File: config.mk
export PLATFORM = sky130hd
export DESIGN_NAME = gamma_pixel_quantizer
export DESIGN_NICKNAME = d
export VERILOG_FILES = /design/src/hw/rtl/gpq_pkg.sv /design/src/hw/rtl/gpq_channel.sv /design/src/hw/rtl/gamma_pixel_quantizer.sv
export SDC_FILE = /design/constraint.sdc
export NUM_CORES = 2
export LEC_CHECK = 0
export BUFFER_PORTS_ARGS = -buffer_cell sky130_fd_sc_hd__buf_2
export CORE_ASPECT_RATIO = 0.5
export CORE_MARGIN = 2
export CORE_UTILIZATION = 50
export CTS_CLUSTER_SIZE = 8
export DETAILED_ROUTE_END_ITERATION = 10
export GPL_TIMING_DRIVEN = 1
export PLACE_DENSITY = 0.66
export REMOVE_ABC_BUFFERS = 1
export SLEW_MARGIN = 40
export SYNTH_ARGS = -nofsm -noshare
export SYNTH_HDL_FRONTEND = slang
export SYNTH_SLANG_ARGS = --single-unit
File: constraint.sdc
create_clock -name clk -period 341.1 [get_ports clk]
set_input_delay 85.275 -clock clk [delete_from_list [all_inputs] [get_ports clk]]
set_output_delay 85.275 -clock clk [all_outputs]
set_load 0.03 [all_outputs]
File: src/hw/rtl/gpq_pkg.sv
// Shared constants for the gamma pixel quantizer.
package gpq_pkg;

  // Width of one accumulated colour sum on the bus.
  localparam int SUM_BITS  = 32;
  // Fraction bits of the sums, and so the width of an unsaturated average.
  localparam int FRAC_BITS = 16;
  // Width of the square root of a FRAC_BITS-wide average, and of a colour channel.
  localparam int ROOT_BITS = FRAC_BITS / 2;
  // Width of the sample count register.
  localparam int DIV_BITS  = 16;
  // Remainder width of the root recurrence: at most twice the partial root.
  localparam int SREM_BITS = ROOT_BITS + 1;

  // Full-scale channel code.
  localparam logic [ROOT_BITS-1:0] CHAN_MAX = '1;

  // Input register, one stage per quotient bit, one per root bit, output register.
  localparam int LATENCY = 1 + FRAC_BITS + ROOT_BITS + 1;

endpackage

File: src/hw/rtl/gpq_channel.sv
// One colour channel: pipelined divide by the sample count, square root and saturation.
module gpq_channel
  import gpq_pkg::*;
#(
  parameter int SUM_WIDTH = 32
) (
  input  logic                 clk,
  input  logic                 en,
  input  logic [SUM_BITS-1:0]  sum,
  input  logic [DIV_BITS-1:0]  div,
  output logic [ROOT_BITS-1:0] chan
);

  // Only the low SUM_WIDTH bits of a sum take part.
  localparam logic [SUM_BITS-1:0] SUM_MASK = (SUM_WIDTH >= SUM_BITS) ? '1 :
    SUM_BITS'((64'(1) << SUM_WIDTH) - 64'(1));

  logic [SUM_BITS-1:0] masked;

  // Divider stages: index k holds the state after k quotient bits.
  logic [DIV_BITS-1:0]  drem [FRAC_BITS+1];
  logic [FRAC_BITS-1:0] dlow [FRAC_BITS+1];
  logic [FRAC_BITS-1:0] dquo [FRAC_BITS+1];
  logic                 dsat [FRAC_BITS+1];

  // Root stages: index j holds the state after j root bits.
  logic [FRAC_BITS-1:0] srad  [1:ROOT_BITS];
  logic [SREM_BITS-1:0] srem  [1:ROOT_BITS];
  logic [ROOT_BITS-1:0] sroot [1:ROOT_BITS];
  logic                 ssat  [1:ROOT_BITS];

  assign masked = sum & SUM_MASK;

  // Input stage. An average of one or more saturates; otherwise the upper half
  // of the sum is already below the divisor and seeds the partial remainder.
  always_ff @(posedge clk) begin
    if (en) begin
      dsat[0] <= masked >= {div, {FRAC_BITS{1'b0}}};
      drem[0] <= masked[SUM_BITS-1:FRAC_BITS];
      dlow[0] <= masked[FRAC_BITS-1:0];
      dquo[0] <= '0;
    end
  end

  // Restoring division, one quotient bit per stage.
  for (genvar k = 1; k <= FRAC_BITS; k++) begin : g_div
    logic [DIV_BITS:0] trial;
    logic              fits;

    assign trial = {drem[k-1], dlow[k-1][FRAC_BITS-1]};
    assign fits  = trial >= {1'b0, div};

    always_ff @(posedge clk) begin
      if (en) begin
        drem[k] <= fits ? DIV_BITS'(trial - {1'b0, div}) : trial[DIV_BITS-1:0];
        dlow[k] <= {dlow[k-1][FRAC_BITS-2:0], 1'b0};
        dquo[k] <= {dquo[k-1][FRAC_BITS-2:0], fits};
        dsat[k] <= dsat[k-1];
      end
    end
  end

  // Digit-by-digit square root of the quotient, one root bit per stage.
  for (genvar j = 1; j <= ROOT_BITS; j++) begin : g_root
    logic [FRAC_BITS-1:0] rad_prev;
    logic [SREM_BITS-1:0] rem_prev;
    logic [ROOT_BITS-1:0] root_prev;
    logic                 sat_prev;
    logic [SREM_BITS+1:0] trial;
    logic [SREM_BITS+1:0] test;
    logic                 fits;

    if (j == 1) begin : g_first
      assign rad_prev  = dquo[FRAC_BITS];
      assign rem_prev  = '0;
      assign root_prev = '0;
      assign sat_prev  = dsat[FRAC_BITS];
    end else begin : g_next
      assign rad_prev  = srad[j-1];
      assign rem_prev  = srem[j-1];
      assign root_prev = sroot[j-1];
      assign sat_prev  = ssat[j-1];
    end

    assign trial = {rem_prev, rad_prev[FRAC_BITS-1 -: 2]};
    assign test  = {1'b0, root_prev, 2'b01};
    assign fits  = trial >= test;

    always_ff @(posedge clk) begin
      if (en) begin
        srad[j]  <= {rad_prev[FRAC_BITS-3:0], 2'b00};
        srem[j]  <= fits ? SREM_BITS'(trial - test) : trial[SREM_BITS-1:0];
        sroot[j] <= {root_prev[ROOT_BITS-2:0], fits};
        ssat[j]  <= sat_prev;
      end
    end
  end

  // Output stage with saturation at full scale.
  always_ff @(posedge clk) begin
    if (en) begin
      chan <= ssat[ROOT_BITS] ? CHAN_MAX : sroot[ROOT_BITS];
    end
  end

endmodule

File: src/hw/rtl/gamma_pixel_quantizer.sv
// Top level of the gamma pixel quantizer: stream handshake, sample count and three channels.
//
// Each input beat carries one pixel's red, green and blue sums (unsigned, 16 fraction
// bits). Every channel is divided by the sample count, square-rooted (gamma 2) and
// saturated at 255, and the result beat carries red<<16 | green<<8 | blue. The block
// takes one pixel every clock cycle while the output is not stalled; each result passes
// through one input register, sixteen divider stages that each
// settle one quotient bit, eight root stages that each settle one root bit, and the
// output register. A stall on the output freezes the whole pipeline; while the output
// register is empty or being taken, input is accepted. A sample count of zero is taken
// as one. Write the sample count only while no pixel is in flight.
module gamma_pixel_quantizer
  import gpq_pkg::*;
#(
  parameter int SUM_WIDTH = 32
) (
  input  logic                  clk,
  input  logic                  rst,
  input  logic                  cfg_wr_en,
  input  logic [DIV_BITS-1:0]   cfg_wr_data,   // samples
  input  logic                  s_tvalid,
  output logic                  s_tready,
  input  logic [3*SUM_BITS-1:0] s_tdata,       // sum_blue, sum_green, sum_red
  output logic                  m_tvalid,
  input  logic                  m_tready,
  output logic [3*ROOT_BITS-1:0] m_tdata       // packed_rgb
);

  logic [DIV_BITS-1:0]  samples;
  logic [LATENCY-1:0]   vld;
  logic                 en;
  logic [ROOT_BITS-1:0] red;
  logic [ROOT_BITS-1:0] green;
  logic [ROOT_BITS-1:0] blue;

  // Sample count register; zero is stored as one so the divider never sees it.
  always_ff @(posedge clk) begin
    if (rst) begin
      samples <= DIV_BITS'(1);
    end else if (cfg_wr_en) begin
      samples <= (cfg_wr_data == '0) ? DIV_BITS'(1) : cfg_wr_data;
    end
  end

  // The pipeline moves whenever the output register is free or being emptied.
  assign en       = !vld[LATENCY-1] || m_tready;
  assign s_tready = en;

  // Valid bits travel alongside the data stages.
  always_ff @(posedge clk) begin
    if (rst) begin
      vld <= '0;
    end else if (en) begin
      vld <= {vld[LATENCY-2:0], s_tvalid};
    end
  end

  gpq_channel #(.SUM_WIDTH(SUM_WIDTH)) u_red (
    .clk  (clk),
    .en   (en),
    .sum  (s_tdata[0*SUM_BITS +: SUM_BITS]),
    .div  (samples),
    .chan (red)
  );

  gpq_channel #(.SUM_WIDTH(SUM_WIDTH)) u_green (
    .clk  (clk),
    .en   (en),
    .sum  (s_tdata[1*SUM_BITS +: SUM_BITS]),
    .div  (samples),
    .chan (green)
  );

  gpq_channel #(.SUM_WIDTH(SUM_WIDTH)) u_blue (
    .clk  (clk),
    .en   (en),
    .sum  (s_tdata[2*SUM_BITS +: SUM_BITS]),
    .div  (samples),
    .chan (blue)
  );

  // Result beat.
  assign m_tvalid = vld[LATENCY-1];
  assign m_tdata  = {red, green, blue};

endmodule

==> metrics.md <==
| Metric | Value |
|---|---|
| Status | finished clean |
| Avg Vias per Cell | 5.61 |
| Worst slew pin tran | 0.864 ns |
| Layout cells sized above 1 | 0.127 |
| Sink Count | 2172 |
| Power Total | 1.27 mW |
| Cell Chain, Critical Path | buf_2 > nor2b_4 > inv_8 > buf_2 |
| Total wire length | 226000 um |
| Resize count post-CTS | 0 |
| Hold Buf Count CTS | 0 |
| DR iter-0 viols | 4808 |
| # DRC | 0 |
| CTS tree | done |
| Synth Area per Inst | 12.8 um^2 |
| Hpwl dp | 155000 um |
| Buf/Inv on CP | 3 |
| Layout net count | 10372 |
| WL/cell | 18.3 um |
| WP data required | 255.83 ns |
| Fmax | 0.00582 GHz |
| Peak supply drop | 4.89 uV |
| Synth-to-layout area growth | 11.8% |
| Critical Path Most Common Cell | buf_2 |
| Clock tree buffer depth | 4 |
| Slowest CP cell | nor2b_4 |
| Post-synth ARST share | 0 |
| Clk_lat worst skew | 0.84 ns |
| Post-Route Setup TNS | 0 ns |
| Largest net degree at the start of global routing | 105 |
| Post-route clock period utilization | 0.504 |
| Post-Synth Simple-Gate Area | 0.0864 |
| First-pass iteration count of the detailed router | 8 |
| Initial core utilization | 0.504 |
| Worst Setup Path Type | in -> out |
| RSZ-0062 raised after global routing | false |
| Io pins | 143 |
| DIE AREA | 231000 um^2 |
| Post-Syn Area | 114000 um^2 |
| Period minus WS final | 171.77 ns |
| Final clock skew | 0.0629 ns |
| Post-CTS Setup Bufs | 0 |
| Core area | 225000 um^2 |
| Mux cell area share after synthesis | 0.0557 |
| Final ANT Viol Nets | 0 |
| Initial antenna violation count | 12 |
| Die Ht | 341 um |
| Ranking of synthesized cells by area | edfxtp_1, ha_1, mux2_2 |
| Buffers on Ports | 142 |
| Final GP Congestion | 0.886 |
| Hold crit path type | reg -> reg |
| Fillers | 18169 |
| Largest family of logic cells by synthesized area | adder cells |
| Routed via count | 69004 |
| Synth Instances | 8845 |
| CP max stage delay | 0.51 ns |
| Diodes inserted | 0 |
| Cell row count | 123 |
| Synth Area in Adders | 0.111 |
| Worst Path Max Fanout | 33 |
| Distinct cells, synth | 88 |
| Ys flop type | edfxtp_1 |
| Startpoint types | input port |
| Flop and latch count out of synthesis | 2172 |
| Nature of the critical path endpoint | output pin |
| First-pass GRT wire length | 361000 um |
| Crit path max-delay family | buffers and inverters |
| Yosys warns | 0 |
| Synth area leader | edfxtp_1 |
| Final Hold Violating Endpoints | 0 |
| Root buf cell | clkbuf_16 |
| Fin. max-slew vios | 0 |
| Max_cap viols | 0 |
| Clock slew at reported path FFs | 0.05 ns |
| Critical Path AT | 86.50 ns |
| H-tree levels | 5 |
| Seq/Total Area, Yosys | 0.571 |
| # setup viols final | 0 |
| Post-synth EDFFs | 2130 |
| Power per cell area | 10.0 nW/um^2 |
| Max_slew headroom | 0.424 |
| Commonest non-fill, non-tap cell in the layout | edfxtp_1 |
| Post-synthesis compound-gate area fraction | 0.110 |
| Total CTS buffers | 314 |
| GRT Total Usage | 0.194 |
| Hold_ws | 0.373 ns |
| Final core utilization | 0.564 |
| Static leakage | 49.2 nW |
| Synth top area share | 0.563 |
| Die W | 678 um |
| Post-Synth XOR/XNOR Area | 0.0473 |
| Gr ovfl total | 0 |
| Commonest non-fill, non-tap cells in the layout | edfxtp_1, ha_1, a21oi_1 |
| Vias in the first global route | 68190 |
-- final cells by class --
class | count | area (um^2) | area share
flip-flops and latches | 2172 | 64800 | 0.510
well taps | 3000 | 3750 | 0.0296
multi-input cells | 6143 | 46900 | 0.369
clock inverters | 20 | 404 | 0.00318
repair buffers | 222 | 1510 | 0.0119
inverters | 418 | 1600 | 0.0126
clock buffers | 334 | 8000 | 0.0630
-- where the power goes --
group,switching [mW],internal (mW)
Sequential,0.0448,0.424
Clock,0.109,0.165
Combinational,0.274,0.256
Total,0.428,0.846
-- stage by stage --
| step | cell area, um^2 | cells | worst slack (ns) |
|---|---|---|---|
| 6_report | 127000 | 12309 | 169.33 |
| 5_1_grt | 127000 | 12309 | 169.23 |
| 4_1_cts | 127000 | 12308 | 169.31 |
| 3_5_place_dp | 119000 | 11954 | 169.30 |
| 3_3_place_gp | 118000 | 11946 | 168.91 |
| 2_1_floorplan | 113000 | 8733 | 129.37 |
-- worst paths after layout --
check / from / endpoint / slack [ns] / cells past startpoint
hold reg to reg: u_red.dlow[0][62]$_DFFE_PP_ / u_red.dlow[0][79]$_DFFE_PP_ / 0.37 / 0
setup / recovery: m_tready / s_tready / 169.33 / 4
hold / removal: u_red.dlow[0][62]$_DFFE_PP_ / u_red.dlow[0][79]$_DFFE_PP_ / 0.37 / 0
setup reg to reg: vld[25]$_SDFFE_PP0P_ / u_blue.drem[0][44]$_DFFE_PP_ / 335.84 / 9
-- cells in the mapped netlist, types with 143 or more instances --
library cell  count
nor2_1          570
xnor2_1         378
ha_1            939
a21oi_1         586
nor3_1          159
nor2b_1         165
xor2_1          235
nand3_1         143
o21ai_0         454
edfxtp_1       2130
mux2_2          458
inv_1           417
nand2_1         434
a21o_1          244
-- sequential cells by signal (all words and copies together), names as in the netlist, 26 cells and up --
name	cells
u_blue.dlow	136
u_blue.dquo	136
u_blue.drem	256
u_blue.srad	56
u_blue.srem	57
u_blue.sroot	36
u_green.dlow	136
u_green.dquo	136
u_green.drem	256
u_green.srad	56
u_green.srem	57
u_green.sroot	36
u_red.dlow	136
u_red.dquo	136
u_red.drem	256
u_red.srad	56
u_red.srem	57
u_red.sroot	36
vld	26
-- cells by family (layout without fill, tap and decap cells) --
kind of cell	after synthesis	after routing
flops	2172	2172
simple gates	2001	2001
compound gates	1972	1972
fa+ha+maj	984	984
xor+xnor	613	613
mux	570	570
buf+inv	532	994
other cells	1	3
-- routing by layer --
metal  wire, um  vias up  track usage
li1           -    34332            -
met4       5080        0       0.0518
met2      98600     1383        0.302
met3      10300      372       0.0279
met5          0        -            0
met1     112000    32917        0.285
(Power assumes the default switching activity.)
